$ cat src/rtl/xcfr_pkg.sv
// shared types and constants of the xor checked frame receiver
// no dependencies; imported by every module of the block
`default_nettype none

package xcfr_pkg;

	localparam int MAX_PAYLOAD = 60;
	localparam int LEN_W       = $clog2(MAX_PAYLOAD + 1);
	localparam int BYTE_W      = 8;
	localparam int CFG_IDX_W   = 8;
	localparam int QUEUE_DEPTH = 2;
	localparam int QPTR_W      = (QUEUE_DEPTH > 1) ? $clog2(QUEUE_DEPTH) : 1;
	localparam int QCNT_W      = $clog2(QUEUE_DEPTH + 1);

	// register indexes
	localparam logic [CFG_IDX_W-1:0] REG_HEAD_BYTE = CFG_IDX_W'(0);
	localparam logic [CFG_IDX_W-1:0] REG_ACK_CODE  = CFG_IDX_W'(1);

	localparam logic [BYTE_W-1:0] HEAD_BYTE_RST = BYTE_W'(170);
	localparam logic [BYTE_W-1:0] ACK_CODE_RST  = BYTE_W'(1);

	// acknowledge frame beats
	localparam logic [1:0] BEAT_HEAD = 2'd0;
	localparam logic [1:0] BEAT_ACK  = 2'd1;
	localparam logic [1:0] BEAT_ZERO = 2'd2;
	localparam logic [1:0] BEAT_CHK  = 2'd3;

	typedef struct packed {
		logic [BYTE_W-1:0] head_byte;
		logic [BYTE_W-1:0] ack_code;
	} cfg_t;

	typedef struct packed {
		logic [BYTE_W-1:0] cmd;
		logic [LEN_W-1:0]  len;
	} ack_event_t;

	typedef struct packed {
		logic       push;
		ack_event_t entry;
	} push_t;

	typedef struct packed {
		logic       not_empty;
		ack_event_t entry;
	} head_t;

endpackage

`default_nettype wire

$ cat src/rtl/xcfr_rx_if.sv
// receive byte channel: valid/ready handshake carrying one received word
// depends on xcfr_pkg
`default_nettype none

interface xcfr_rx_if import xcfr_pkg::*; ();
	logic              valid;
	logic              ready;
	logic [BYTE_W-1:0] rx_byte;

	modport source (output valid, output rx_byte, input ready);
	modport sink (input valid, input rx_byte, output ready);
endinterface

`default_nettype wire

$ cat src/rtl/xcfr_tx_if.sv
// transmit channel: acknowledge words plus command report
// depends on xcfr_pkg
`default_nettype none

interface xcfr_tx_if import xcfr_pkg::*; ();
	logic              valid;
	logic              ready;
	logic [BYTE_W-1:0] tx_byte;
	logic              tx_last;
	logic              cmd_valid;
	logic [BYTE_W-1:0] cmd_code;
	logic [LEN_W-1:0]  payload_count;

	modport source (output valid, output tx_byte, output tx_last, output cmd_valid,
		output cmd_code, output payload_count, input ready);
	modport sink (input valid, input tx_byte, input tx_last, input cmd_valid,
		input cmd_code, input payload_count, output ready);
endinterface

`default_nettype wire

$ cat src/rtl/xcfr_cfg_if.sv
// configuration write channel: register index and write data
// depends on xcfr_pkg
`default_nettype none

interface xcfr_cfg_if import xcfr_pkg::*; ();
	logic                 valid;
	logic                 ready;
	logic [CFG_IDX_W-1:0] index;
	logic [BYTE_W-1:0]    data;

	modport source (output valid, output index, output data, input ready);
	modport sink (input valid, input index, input data, output ready);
endinterface

`default_nettype wire

$ cat src/rtl/xcfr_front.sv
// front end: hunts for the header, tracks the frame and checks the xor
// depends on xcfr_pkg and xcfr_rx_if; pushes good frames to the queue
`default_nettype none

module xcfr_front import xcfr_pkg::*; (
	input  wire logic  clk,
	input  wire logic  arst_n,
	xcfr_rx_if.sink    rx,
	input  wire logic  q_full,
	input  wire cfg_t  cfg,
	output push_t      push
);

	localparam logic [2:0] ST_HUNT  = 3'd0;
	localparam logic [2:0] ST_CMD   = 3'd1;
	localparam logic [2:0] ST_LEN   = 3'd2;
	localparam logic [2:0] ST_DATA  = 3'd3;
	localparam logic [2:0] ST_CHECK = 3'd4;

	logic [2:0]        state_q;
	logic [BYTE_W-1:0] chk_q;
	logic [BYTE_W-1:0] cmd_q;
	logic [LEN_W-1:0]  len_q;
	logic [LEN_W-1:0]  remain_q;
	logic              take;

	assign rx.ready = !q_full;
	assign take     = rx.valid && rx.ready;

	assign push.push      = take && (state_q == ST_CHECK) && (rx.rx_byte == chk_q);
	assign push.entry.cmd = cmd_q;
	assign push.entry.len = len_q;

	always_ff @(posedge clk or negedge arst_n) begin
		if (!arst_n) begin
			state_q  <= ST_HUNT;
			chk_q    <= '0;
			cmd_q    <= '0;
			len_q    <= '0;
			remain_q <= '0;
		end else if (take) begin
			unique case (state_q)
				ST_HUNT: begin
					if (rx.rx_byte == cfg.head_byte) state_q <= ST_CMD;
				end
				ST_CMD: begin
					cmd_q   <= rx.rx_byte;
					chk_q   <= rx.rx_byte;
					state_q <= ST_LEN;
				end
				ST_LEN: begin
					if (rx.rx_byte > BYTE_W'(MAX_PAYLOAD)) begin
						state_q <= ST_HUNT;
					end else begin
						len_q    <= rx.rx_byte[LEN_W-1:0];
						remain_q <= rx.rx_byte[LEN_W-1:0];
						chk_q    <= chk_q ^ rx.rx_byte;
						state_q  <= (rx.rx_byte == '0) ? ST_CHECK : ST_DATA;
					end
				end
				ST_DATA: begin
					chk_q    <= chk_q ^ rx.rx_byte;
					remain_q <= remain_q - LEN_W'(1);
					if (remain_q == LEN_W'(1)) state_q <= ST_CHECK;
				end
				ST_CHECK: begin
					state_q <= ST_HUNT;
				end
				default: begin
					state_q <= ST_HUNT;
				end
			endcase
		end
	end

endmodule

`default_nettype wire

$ cat src/rtl/xcfr_queue.sv
// short queue of good frame events between front and back ends
// depends on xcfr_pkg
`default_nettype none

module xcfr_queue import xcfr_pkg::*; (
	input  wire logic  clk,
	input  wire logic  arst_n,
	input  wire push_t push,
	input  wire logic  pop,
	output head_t      head,
	output logic       full
);

	ack_event_t        mem_q [QUEUE_DEPTH];
	logic [QPTR_W-1:0] wr_ptr_q;
	logic [QPTR_W-1:0] rd_ptr_q;
	logic [QCNT_W-1:0] count_q;
	logic              do_pop;

	assign full           = (count_q == QCNT_W'(QUEUE_DEPTH));
	assign head.not_empty = (count_q != '0);
	assign head.entry     = mem_q[rd_ptr_q];
	assign do_pop         = pop && head.not_empty;

	function automatic logic [QPTR_W-1:0] next_ptr(input logic [QPTR_W-1:0] p);
		return (p == QPTR_W'(QUEUE_DEPTH - 1)) ? '0 : p + QPTR_W'(1);
	endfunction

	always_ff @(posedge clk) begin
		if (push.push) mem_q[wr_ptr_q] <= push.entry;
	end

	always_ff @(posedge clk or negedge arst_n) begin
		if (!arst_n) begin
			wr_ptr_q <= '0;
			rd_ptr_q <= '0;
			count_q  <= '0;
		end else begin
			if (push.push) wr_ptr_q <= next_ptr(wr_ptr_q);
			if (do_pop) rd_ptr_q <= next_ptr(rd_ptr_q);
			if (push.push && !do_pop) count_q <= count_q + QCNT_W'(1);
			else if (do_pop && !push.push) count_q <= count_q - QCNT_W'(1);
		end
	end

endmodule

`default_nettype wire

$ cat src/rtl/xcfr_back.sv
// back end: sends the four word acknowledge frame through an output register
// depends on xcfr_pkg and xcfr_tx_if; pops events from the queue
`default_nettype none

module xcfr_back import xcfr_pkg::*; (
	input  wire logic  clk,
	input  wire logic  arst_n,
	input  wire head_t head,
	input  wire cfg_t  cfg,
	output logic       pop,
	xcfr_tx_if.source  tx
);

	logic [1:0]        beat_q;
	logic              valid_q;
	logic [BYTE_W-1:0] byte_q;
	logic              last_q;
	logic              cmd_valid_q;
	logic [BYTE_W-1:0] cmd_code_q;
	logic [LEN_W-1:0]  count_q;
	logic              load;
	logic              emit;

	assign load = !valid_q || tx.ready;
	assign pop  = load && (beat_q == BEAT_HEAD) && head.not_empty;
	assign emit = load && ((beat_q != BEAT_HEAD) || head.not_empty);

	assign tx.valid         = valid_q;
	assign tx.tx_byte       = byte_q;
	assign tx.tx_last       = last_q;
	assign tx.cmd_valid     = cmd_valid_q;
	assign tx.cmd_code      = cmd_code_q;
	assign tx.payload_count = count_q;

	always_ff @(posedge clk or negedge arst_n) begin
		if (!arst_n) begin
			valid_q <= 1'b0;
			beat_q  <= BEAT_HEAD;
		end else if (load) begin
			valid_q <= emit;
			if (emit) beat_q <= beat_q + 2'd1;
		end
	end

	always_ff @(posedge clk) begin
		if (emit) begin
			last_q      <= 1'b0;
			cmd_valid_q <= 1'b0;
			cmd_code_q  <= '0;
			count_q     <= '0;
			unique case (beat_q)
				BEAT_HEAD: begin
					byte_q      <= cfg.head_byte;
					cmd_valid_q <= 1'b1;
					cmd_code_q  <= head.entry.cmd;
					count_q     <= head.entry.len;
				end
				BEAT_ACK: begin
					byte_q <= cfg.ack_code;
				end
				BEAT_ZERO: begin
					byte_q <= '0;
				end
				BEAT_CHK: begin
					byte_q <= cfg.ack_code;
					last_q <= 1'b1;
				end
				default: begin
					byte_q <= '0;
				end
			endcase
		end
	end

endmodule

`default_nettype wire

$ cat src/rtl/xor_checked_frame_receiver.sv
// xor checked frame receiver: takes received bytes, checks each frame's
// xor and answers every good frame with a four word acknowledge frame
// rx channel: one received byte per word. tx channel: acknowledge words;
// the first carries cmd_valid with the frame's command and payload length,
// the fourth carries tx_last. cfg channel: index 0 header byte (reset 170),
// index 1 ack code (reset 1); writes are taken in any cycle.
// A frame is header, command, length, payload, check byte; the check byte
// must equal the xor of command, length and payload. Bad checks and lengths
// above the maximum payload are dropped without a reply.
// A good frame's event is queued; the first acknowledge word is
// registered when it is popped, the rest one per cycle while tx is ready.
// Throughput: one rx word per cycle. A two entry event queue sits between
// the deframer and the output sequencer; rx.ready falls only while that
// queue is full, which happens when tx stalls across several good frames.
// The sequencer sends four words per good frame, one per cycle if tx is ready.
// Reset clears the deframer to header hunting, empties the queue and the
// output register, and restores both configuration registers.
// depends on xcfr_pkg, the interfaces, xcfr_front, xcfr_queue, xcfr_back
`default_nettype none

module xor_checked_frame_receiver import xcfr_pkg::*; (
	input  wire logic  clk,
	input  wire logic  arst_n,
	xcfr_rx_if.sink    rx,
	xcfr_tx_if.source  tx,
	xcfr_cfg_if.sink   cfg
);

	cfg_t  cfg_q;
	push_t push;
	head_t head;
	logic  q_full;
	logic  pop;

	assign cfg.ready = 1'b1;

	always_ff @(posedge clk or negedge arst_n) begin
		if (!arst_n) begin
			cfg_q.head_byte <= HEAD_BYTE_RST;
			cfg_q.ack_code  <= ACK_CODE_RST;
		end else if (cfg.valid && cfg.ready) begin
			unique case (cfg.index)
				REG_HEAD_BYTE: cfg_q.head_byte <= cfg.data;
				REG_ACK_CODE:  cfg_q.ack_code  <= cfg.data;
				default: begin
				end
			endcase
		end
	end

	xcfr_front u_front (
		.clk    (clk),
		.arst_n (arst_n),
		.rx     (rx),
		.q_full (q_full),
		.cfg    (cfg_q),
		.push   (push)
	);

	xcfr_queue u_queue (
		.clk    (clk),
		.arst_n (arst_n),
		.push   (push),
		.pop    (pop),
		.head   (head),
		.full   (q_full)
	);

	xcfr_back u_back (
		.clk    (clk),
		.arst_n (arst_n),
		.head   (head),
		.cfg    (cfg_q),
		.pop    (pop),
		.tx     (tx)
	);

`ifndef SYNTHESIS
	a_no_push_when_full: assert property (@(posedge clk) disable iff (!arst_n)
		push.push |-> !q_full)
		else $error("event pushed into a full queue");

	a_pop_starts_frame: assert property (@(posedge clk) disable iff (!arst_n)
		pop |=> tx.valid && tx.cmd_valid && !tx.tx_last)
		else $error("popped event did not start an acknowledge frame");

	a_count_in_range: assert property (@(posedge clk) disable iff (!arst_n)
		tx.valid && tx.cmd_valid |-> tx.payload_count <= LEN_W'(MAX_PAYLOAD))
		else $error("reported payload count above maximum");
`endif

endmodule

`default_nettype wire
$ cat src/flat_wrapper.sv
// flat-port wrapper written by rule: the top's interface ports become plain ports
module xor_checked_frame_receiver_flat import xcfr_pkg::*;
  (clk, arst_n, rx_valid, rx_rx_byte, rx_ready, tx_valid, tx_tx_byte, tx_tx_last, tx_cmd_valid, tx_cmd_code, tx_payload_count, tx_ready, cfg_valid, cfg_index, cfg_data, cfg_ready);
  xcfr_rx_if rx_i ();
  xcfr_tx_if tx_i ();
  xcfr_cfg_if cfg_i ();
  input  wire logic clk;
  input  wire logic arst_n;
  input wire logic [$bits(rx_i.valid)-1:0] rx_valid;
  input wire logic [$bits(rx_i.rx_byte)-1:0] rx_rx_byte;
  output wire logic [$bits(rx_i.ready)-1:0] rx_ready;
  output wire logic [$bits(tx_i.valid)-1:0] tx_valid;
  output wire logic [$bits(tx_i.tx_byte)-1:0] tx_tx_byte;
  output wire logic [$bits(tx_i.tx_last)-1:0] tx_tx_last;
  output wire logic [$bits(tx_i.cmd_valid)-1:0] tx_cmd_valid;
  output wire logic [$bits(tx_i.cmd_code)-1:0] tx_cmd_code;
  output wire logic [$bits(tx_i.payload_count)-1:0] tx_payload_count;
  input wire logic [$bits(tx_i.ready)-1:0] tx_ready;
  input wire logic [$bits(cfg_i.valid)-1:0] cfg_valid;
  input wire logic [$bits(cfg_i.index)-1:0] cfg_index;
  input wire logic [$bits(cfg_i.data)-1:0] cfg_data;
  output wire logic [$bits(cfg_i.ready)-1:0] cfg_ready;
  assign rx_i.valid = rx_valid;
  assign rx_i.rx_byte = rx_rx_byte;
  assign rx_ready = rx_i.ready;
  assign tx_valid = tx_i.valid;
  assign tx_tx_byte = tx_i.tx_byte;
  assign tx_tx_last = tx_i.tx_last;
  assign tx_cmd_valid = tx_i.cmd_valid;
  assign tx_cmd_code = tx_i.cmd_code;
  assign tx_payload_count = tx_i.payload_count;
  assign tx_i.ready = tx_ready;
  assign cfg_i.valid = cfg_valid;
  assign cfg_i.index = cfg_index;
  assign cfg_i.data = cfg_data;
  assign cfg_ready = cfg_i.ready;
  xor_checked_frame_receiver u_core (.clk(clk), .arst_n(arst_n), .rx(rx_i), .tx(tx_i), .cfg(cfg_i));
endmodule
$ cat config.mk
export PLATFORM = sky130hd
export DESIGN_NAME = xor_checked_frame_receiver_flat
export DESIGN_NICKNAME = d
export VERILOG_FILES = /design/src/rtl/xcfr_pkg.sv /design/src/rtl/xcfr_rx_if.sv /design/src/rtl/xcfr_tx_if.sv /design/src/rtl/xcfr_cfg_if.sv /design/src/rtl/xcfr_front.sv /design/src/rtl/xcfr_queue.sv /design/src/rtl/xcfr_back.sv /design/src/rtl/xor_checked_frame_receiver.sv /design/src/flat_wrapper.sv
export SDC_FILE = /design/constraint.sdc
export NUM_CORES = 1
export LEC_CHECK = 0
export BUFFER_PORTS_ARGS = -buffer_cell sky130_fd_sc_hd__buf_4
export CORE_MARGIN = 2
export CORE_UTILIZATION = 50
export CTS_BUF_LIST = sky130_fd_sc_hd__clkbuf_4 sky130_fd_sc_hd__clkbuf_8 sky130_fd_sc_hd__clkbuf_16
export DETAILED_ROUTE_END_ITERATION = 8
export HOLD_SLACK_MARGIN = 0.06
export PLACE_DENSITY = 0.7
export SYNTH_ARGS = -nofsm -noshare
export SYNTH_HDL_FRONTEND = slang
export SYNTH_SLANG_ARGS = --single-unit
$ cat constraint.sdc
create_clock -name clk -period 3.9 [get_ports clk]
set_clock_uncertainty 0.1 [all_clocks]
set_input_delay 0.78 -clock clk [delete_from_list [all_inputs] [get_ports clk]]
set_output_delay 0.78 -clock clk [all_outputs]
set_load 0.05 [all_outputs]
==> metrics.yaml, run 1 <==
placed_design:
  place_congestion: 0.820
  dp_hpwl_um: 5920
  portBuffers: 54
cts:
  clk_pin_slew_ps: 100
  cts_max_level: 3
  ctsLongestPathBuffers: 2
  tritoncts: "built"
  cts.sinks: 106
  cts_buffers: 9
  cts_root_buf: "clkbuf_8"
  ctsResizeCount: 0
  cts_setup_buffers: 0
  ctsHoldBuffers: 0
  clock_latency_ps: 370
power:
  p_clk_share_pct: 16.6
  powerDensity_nw_per_um2: 678
  p_int_w: 0.00228
  pwr-share-comb_pct: 35.4
  switching_share_pct: 38.5
  seqPwrFrac_pct: 48.1
  p_leak_nw: 2.21
  peakVddDrop_v: 0.000281
  p_switching_w: 0.00143
global_route:
  antenna_found_initial: 0
  grt-ovfl-total: 0
  grt_max_degree: 55
  grt_pass1_vias: 2831
  grt_pass1_wl_um: 13900
  globalRouteTotalUtil_pct: 17.7
floorplanning:
  die_x_um: 102
  die_y_um: 102
  num_rows: 35
  io_pins: 56
  initial_core_util_pct: 51.9
  core_um2: 9280
  die-area_um2: 10400
yosys:
  yosysSeqAreaShare_pct: 60.6
  syn_inst: 369
  yosys.area.top_type: "edfxtp_1"
  ys_top_cells_by_count: "edfxtp_1 (52), dfrtp_1 (49), nand2_1 (28), mux2_2 (23), nor2b_1 (18)"
  synth-seq-cells: 106
  yosysMostFrequentCell: "edfxtp_1"
  syn-num-nets: 405
  avgSynthCellArea_um2: 13.1
  synthDistinctLibCells: 50
  ys.flop_type: "edfxtp_1"
  synthTopCellsByArea: "edfxtp_1 (32%), dfrtp_1 (25%), mux2_2 (5.4%)"
  synth.cell_area_um2: 4820
  yosysWarnings: 0
  synth-edff-count: 52
  yosysTopAreaCellShare_pct: 32.4
  postSynth.asyncResetShare_pct: 50.9
drt:
  wl_per_cell_um: 15.2
  drcViolationCount: 0
  wl_um: 8370
  route.vias.total: 2945
  drtIter0Drc: 110
  dr.pass1.iters: 4
  avgViaCountPerCell: 5.35
  antenna_left: 0
setup_path:
  critPathKind: "reg2reg"
  cp_max_fo: 14
  path_cells: "nor2_1, nand4_1, nor4_2, and2_1"
  critical-path-max-stage-delay_ps: 600
  cp_slowest_cell: "and2_1"
  critPathLaunch: "u_core.u_front.state_q[0]"
  critical_path.endpoint: "u_core.u_queue.mem_q[1][7]"
  critPathBufInv: 0
  cp-start-kind: "flop"
  critical_path_depth: 4
  r2r_slack_ps: 1510
  arrival_ps: 2300
  r2r_start: "u_core.u_front.state_q[0]"
  r2r_cells: 4
  cp-end-kind: "flop"
  r2r_end: "u_core.u_queue.mem_q[1][7]"
  required_ps: 3810
  critical-path-top-delay-family: "simple AND/OR/NAND/NOR gates"
timing:
  hold_violations: 0
  fin_crit_sh_pct: 61.4
  period_minus_slack_ps: 2390
  timing.slew.headroom_pct: 45.8
  setup_viol: 0
  fmax_mhz: 418
  final_max_slew_viol_count: 0
  rsz0062_at_grt: "false"
  setup_tns_ps: 0
  tightest_slew_ps: 813
final_layout:
  final_util_pct: 59.0
  fillCellCount: 744
  final_nets: 452
  regArea_um2: 2920
  n_antenna_cell: 0
  drive_gt1_share_pct: 27.3
  multi_input_area_um2: 1760
  area_growth_syn_to_layout_pct: 13.8
worst_hold_path:
  min_path_type: "in2async"
run:
  drv_cap: 0
run_status:
  status: "finished clean"
-- layout by cell type (no fill, tap or decap), types with 4 or more instances in the layout --
cell and n:
inv_1 11, mux2i_1 14, edfxtp_1 52, dfstp_2 5, clkbuf_8 9, dfrtp_1 49, buf_4 57, o2111ai_1 7
nand3_1 8, nor2_1 16, nand4_1 8, nand3b_1 8, a21oi_1 4, mux2_2 23, o21ai_0 14, nor2b_1 18
xnor2_1 17, o211ai_1 8, mux2_4 8, a2bb2oi_1 4, xor2_1 4, nand2_1 28, a211oi_1 5, nand2b_1 6
ha_1 7
-- per-stage QoR --
step	total power, W	cell area (um2)	hold WS (ps)	cells	worst slack, ps
after global routing	0.00394	5480	394	550	1290
after global placement	0.00310	5310	347	534	1180
after floorplan	0.00278	4820	337	369	438
after detailed placement	0.00313	5310	357	534	1130
after CTS	0.00374	5480	367	550	1490
final	0.00371	5480	336	550	1510
-- routing by layer --
| metal | vias up | global-route usage [%] | wire (um) |
|---|---|---|---|
| met1 | 1432 | 21.9 | 3710 |
| met2 | 77 | 30.5 | 4150 |
| met3 | 9 | 3.90 | 399 |
| met5 | - | 0 | 0 |
| li1 | 1427 | - | - |
| met4 | 0 | 6.77 | 112 |
-- state kept, by name (all words and copies together) (netlist names) --
name and cells:
u_core.u_back.tx.payload_count 6, u_core.u_front.state_q 3, u_core.u_queue.count_q 2, u_core.u_front.len_q 6
u_core.u_back.tx.tx_last 1, u_core.u_queue.mem_q 28, u_core.u_queue.wr_ptr_q 1, u_core.u_back.tx.tx_byte 8
u_core.cfg_q 16, u_core.u_queue.rd_ptr_q 1, u_core.u_back.tx.valid 1, u_core.u_front.remain_q 6
u_core.u_front.cmd_q 8, u_core.u_back.beat_q 2, u_core.u_back.tx.cmd_code 8, u_core.u_front.chk_q 8
u_core.u_back.tx.cmd_valid 1
-- worst register-to-register path, stage by stage, from the launching register on --
cell and delay [ps]:
dfrtp_1 540, nor2_1 200, nand4_1 140, nor4_2 440, and2_1 600
-- worst min path at each step --
stage	endpoint	from	cells after the start
after global routing	u_core.u_front.remain_q[1]	arst_n	1
final	u_core.u_front.remain_q[5]	arst_n	1
after global placement	u_core.u_queue.mem_q[1][7]	u_core.u_front.cmd_q[1]	0
after CTS	u_core.u_front.remain_q[5]	arst_n	1
after detailed placement	u_core.u_queue.mem_q[0][0]	u_core.u_front.len_q[0]	0
after floorplan	u_core.u_queue.mem_q[0][10]	u_core.u_front.cmd_q[4]	0
-- final cells by class --
type,instances,area share (%)
flip-flops and latches,106,53.3
multi-input cells,231,32.1
repair buffers,57,7.81
well taps,129,2.94
clock buffers,9,2.26
clock inverters,7,0.913
inverters,11,0.753
-- cell families after synthesis --
group                      Yosys count  share of synthesized area (%)
DFF                                106                           60.6
AOI/OAI and AO/OA                   52                           7.58
muxes                               45                           10.8
buffers and inverters               32                           2.99
other                                1                         0.0778
and+or+nand+nor                    105                           12.3
xor gates and xnor gates            21                           3.82
adders and majority gates            7                           1.82
-- power by group through the flow --
| stage | Clock (W) | Sequential [W] | Combinational [W] |
|---|---|---|---|
| final | 0.000616 | 0.00178 | 0.00131 |
| after global routing | 0.000675 | 0.00184 | 0.00143 |
| after CTS | 0.000631 | 0.00178 | 0.00133 |
| after detailed placement | 0 | 0.00181 | 0.00132 |
| after global placement | 0 | 0.00180 | 0.00130 |
| after floorplan | 0 | 0.00202 | 0.000758 |
Note: power is estimated with default switching activity, not from simulation.
==> run 2: changes to the inputs <==
--- a/config.mk
+++ b/config.mk
@@ -5,13 +5,14 @@
 export SDC_FILE = /design/constraint.sdc
 export NUM_CORES = 1
 export LEC_CHECK = 0
+export ABC_AREA = 1
 export BUFFER_PORTS_ARGS = -buffer_cell sky130_fd_sc_hd__buf_4
 export CORE_MARGIN = 2
 export CORE_UTILIZATION = 50
 export CTS_BUF_LIST = sky130_fd_sc_hd__clkbuf_4 sky130_fd_sc_hd__clkbuf_8 sky130_fd_sc_hd__clkbuf_16
 export DETAILED_ROUTE_END_ITERATION = 8
 export HOLD_SLACK_MARGIN = 0.06
-export PLACE_DENSITY = 0.7
+export PLACE_DENSITY = 0.73
 export SYNTH_ARGS = -nofsm -noshare
 export SYNTH_HDL_FRONTEND = slang
 export SYNTH_SLANG_ARGS = --single-unit
==> constraint.sdc (replaced) <==
create_clock -name clk -period 2.15 [get_ports clk]
set_clock_uncertainty 0.1 [all_clocks]
set_input_delay 0.43 -clock clk [delete_from_list [all_inputs] [get_ports clk]]
set_output_delay 0.43 -clock clk [all_outputs]
set_load 0.05 [all_outputs]
==> run 2 against run 1 <==
Utilization up 1.9 points. Synthesized area down 0.34%. Cell count up 26%. Power up 98%. Fmax up 21%. Register-to-register slack worse by 1300 ps. Flip-flop and latch count unchanged. Global-route usage up 1.8 points. Die area down 0.32%. Combinational power up 110%. Highest routed layer unchanged.
==> metrics.yaml, run 2 <==
run_status:
  status: "finished clean"
power:
  peakVddDrop_v: 0.000507  # +80%
  powerDensity_nw_per_um2: 1300  # +92%
  power_w: 0.00735  # +98%
  p_leak_nw: 2.60  # +18%
drt:
  drtIter0Drc: 215  # +95%
  antenna_left: 0  # unchanged
  dr.pass1.iters: 5  # +1
  avgViaCountPerCell: 4.98  # -7.1%
  wl_per_cell_um: 13.7  # -10%
  wl_um: 9460  # +13%
  route.vias.total: 3443  # +17%
  drcViolationCount: 0  # unchanged
setup_path:
  cp_slowest_cell: "dfrtp_2"
  r2r_start: "u_core.u_queue.count_q[1]"
  r2r_cells: 9  # +5
  critical-path-top-delay-family: "compound AO/OA/AOI/OAI gates"
  arrival_ps: 2140  # -160 ps
  critPathBufInv: 1  # +1
  critPathKind: "reg2reg"
  r2r_end: "u_core.u_queue.count_q[1]"
  cp-start-kind: "flop"
  r2r_slack_ps: 170  # -1330 ps
  path_cells: "a21boi_4, nand2_1, nor3_2, nand3_1, inv_1, ha_1, a21oi_1, o21ai_0, xnor2_1"
  cp_max_fo: 4  # -10
  required_ps: 2320  # -1490 ps
  critical-path-max-stage-delay_ps: 460  # -140 ps
  critical_path_depth: 9  # +5
  cp-end-kind: "flop"
global_route:
  grt-ovfl-total: 0  # unchanged
  grt_max_degree: 55  # unchanged
  antenna_found_initial: 0  # unchanged
  grt_pass1_wl_um: 15500  # +11%
  grt_pass1_vias: 3331  # +18%
  globalRouteTotalUtil_pct: 19.5  # +1.8 points
final_layout:
  drive_gt1_share_pct: 20.4  # -6.9 points
  multi_input_area_um2: 1680  # -4.6%
  top_regs: "u_core.u_queue.mem_q: 28 flops, u_core.cfg_q: 16 flops"
  layout_commonest_cell: "nand2_1"
  final_nets: 594  # +31%
  area_growth_syn_to_layout_pct: 17.8
  regArea_um2: 2920  # about the same
  fillCellCount: 776  # +4.3%
  finalInstanceArea_um2: 5650  # +3.1%
  final_cell_mix: "nand2_1 (153), buf_4 (63), edfxtp_1 (52)"
  regMostFlops: "u_core.u_queue.mem_q"
  n_antenna_cell: 0  # unchanged
  largest_register_ffs: 28  # unchanged
yosys:
  synth-edff-count: 52  # unchanged
  synthSimpleGateAreaFrac_pct: 22.9  # +11 points
  synth-compound-area-share_pct: 5.97  # -1.6 points
  yosysSeqAreaShare_pct: 60.8  # +0.21 points
  yosys-mux-area-fraction_pct: 0.469  # -10 points
  synthTopCellsByArea: "edfxtp_1 (33%), dfrtp_1 (26%), nand2_1 (12%)"
  ys_top_cells_by_count: "nand2_1 (153), edfxtp_1 (52), dfrtp_1 (49), nor2_1 (45), o21ai_0 (39)"
  synth-xor-area-share_pct: 3.28  # -0.53 points
  synthAdderAreaFrac_pct: 1.82  # +0.0062 points
  yosysTopAreaCellShare_pct: 32.5  # +0.11 points
  syn_inst: 496  # +34%
  yosysMostFrequentCell: "nand2_1"
  ys.flop_type: "edfxtp_1"
  yosys.area.top_type: "edfxtp_1"
  yosysWarnings: 0  # unchanged
  synth-seq-cells: 106  # unchanged
  postSynth.asyncResetShare_pct: 50.9  # unchanged
  syn-num-nets: 532  # +31%
  synth.cell_area_um2: 4800  # -0.34%
  synthDistinctLibCells: 37  # -26%
  avgSynthCellArea_um2: 9.68  # -26%
  synth_top_family_by_area: "simple AND/OR/NAND/NOR gates"
worst_hold_path:
  min-delay-start: "cfg_data[2]"
  hold_path_end: "u_core.cfg_q[10]"
  hold_depth: 3
  min_path_type: "in2reg"
placed_design:
  place_congestion: 0.898  # +9.4%
  dpl-instance-area_um2: 5400  # +1.7%
  dp_slack_ps: -27.9  # -1160 ps
  portBuffers: 54  # unchanged
  dp_hpwl_um: 6710  # +13%
cts:
  cts_root_buf: "clkbuf_8"
  ctsLongestPathBuffers: 2  # unchanged
  cts_max_level: 3  # unchanged
  clock_latency_ps: 370  # about the same
  cts_buffers: 9  # unchanged
  tritoncts: "built"
  clk_pin_slew_ps: 110  # about the same
  cts.sinks: 106  # unchanged
timing:
  setup_ws_ps: 174  # -1330 ps
  timing.slew.headroom_pct: 53.5  # +7.7 points
  fin_crit_sh_pct: 91.9  # +31 points
  period_minus_slack_ps: 1980  # -419 ps
  final_max_slew_viol_count: 0  # unchanged
  setup_viol: 0  # unchanged
  tightest_slew_ps: 698  # -116 ps
  rsz0062_at_grt: "false"
  hold_violations: 0  # unchanged
  fmax_mhz: 506  # +21%
  setup_tns_ps: 0  # unchanged
floorplanning:
  die_y_um: 102  # -0.16%
  die_x_um: 102  # -0.16%
  die-area_um2: 10400  # -0.32%
  num_rows: 35  # unchanged
  io_pins: 56  # unchanged
  initial_core_util_pct: 51.7  # -0.18 points
  core_um2: 9280  # unchanged
run:
  drv_cap: 0  # unchanged
run 2: changes by cell type after synthesis, sizes merged, moves of 8 or more:
cell    change
inv        +28
mux2       -29
mux2i      -14
nand2     +129
nand3      +26
nor2       +33
nor2b      -18
o211ai      -8
o21ai      +33
run 2: how the worst max path moves through the flow:
stage	startpoint	endpoint
finish	u_core.u_queue.count_q[1]	u_core.u_queue.count_q[1]
detailed placement	rx_rx_byte[3]	u_core.u_queue.count_q[1]
global route	u_core.u_queue.count_q[0]	u_core.u_queue.count_q[1]
floorplan	u_core.u_back.beat_q[0]	u_core.u_back.tx.cmd_code[0]
CTS	u_core.u_queue.count_q[0]	u_core.u_queue.count_q[1]
global placement	rx_valid	u_core.u_queue.count_q[1]
run 2: stage by stage:
stage	util [%]	hold slack [ps]	std cells
after global placement	58.1	353	674
after detailed placement	58.1	361	674
after CTS	60.7	138	691
after floorplan	-	34.4	496
final	60.9	155	692
after global routing	60.9	145	692
run 2: power by group:
group	switching (W)	internal [W]	total, W	leakage (nW)
logic	0.00190	0.000889	0.00279	1.32
clock network	0.000701	0.000666	0.00137	0.113
registers	0.000374	0.00281	0.00318	1.17
run 2: kinds of logic (layout without fill, tap and decap cells):
| kind of cell | after synthesis | after routing |
|---|---|---|
| AND/OR/NAND/NOR | 255 | 255 |
| flip-flops | 106 | 106 |
| buffers and inverters | 54 | 121 |
| AO/OA/AOI/OAI | 53 | 53 |
| XOR/XNOR | 18 | 18 |
| adder cells (fa/ha/maj) | 7 | 7 |
| multiplexers | 2 | 2 |
| other | 1 | 1 |
run 2: per-layer routing:
layer  routed length (um)  GRT usage [%]  vias to the layer above  part of all wire [%]
li1                     -              -                     1729                     -
met1                 4170           25.5                     1590                    44
met2                 4600           32.9                      111                    49
met3                  485           2.74                       13                   5.1
met4                  206           8.00                        0                   2.2
met5                    0              0                        -                     0
run 2: area by class of cell:
class | instances | share of cell area [%]
Clock buffer | 9 | 2.19
Clock inverter | 7 | 1.79
Inverter | 39 | 2.59
Multi-Input combinational cell | 336 | 29.7
Sequential cell | 106 | 51.6
Tap cell | 129 | 2.85
Timing Repair Buffer | 66 | 9.25
run 2: timing repair:
action / CTS / global route
hold endpoints to repair: 49 / 0
resized for setup: 0 / 3
endpoints found under the setup margin: 0 / 2
hold buffers: 1 / 0
buffers inserted: 0 / 1
run 2: worst min-delay path: cells and delay by family:
family / cells / cell delay [ps]
simple gates: 2 / 90
buf+inv: 1 / 90
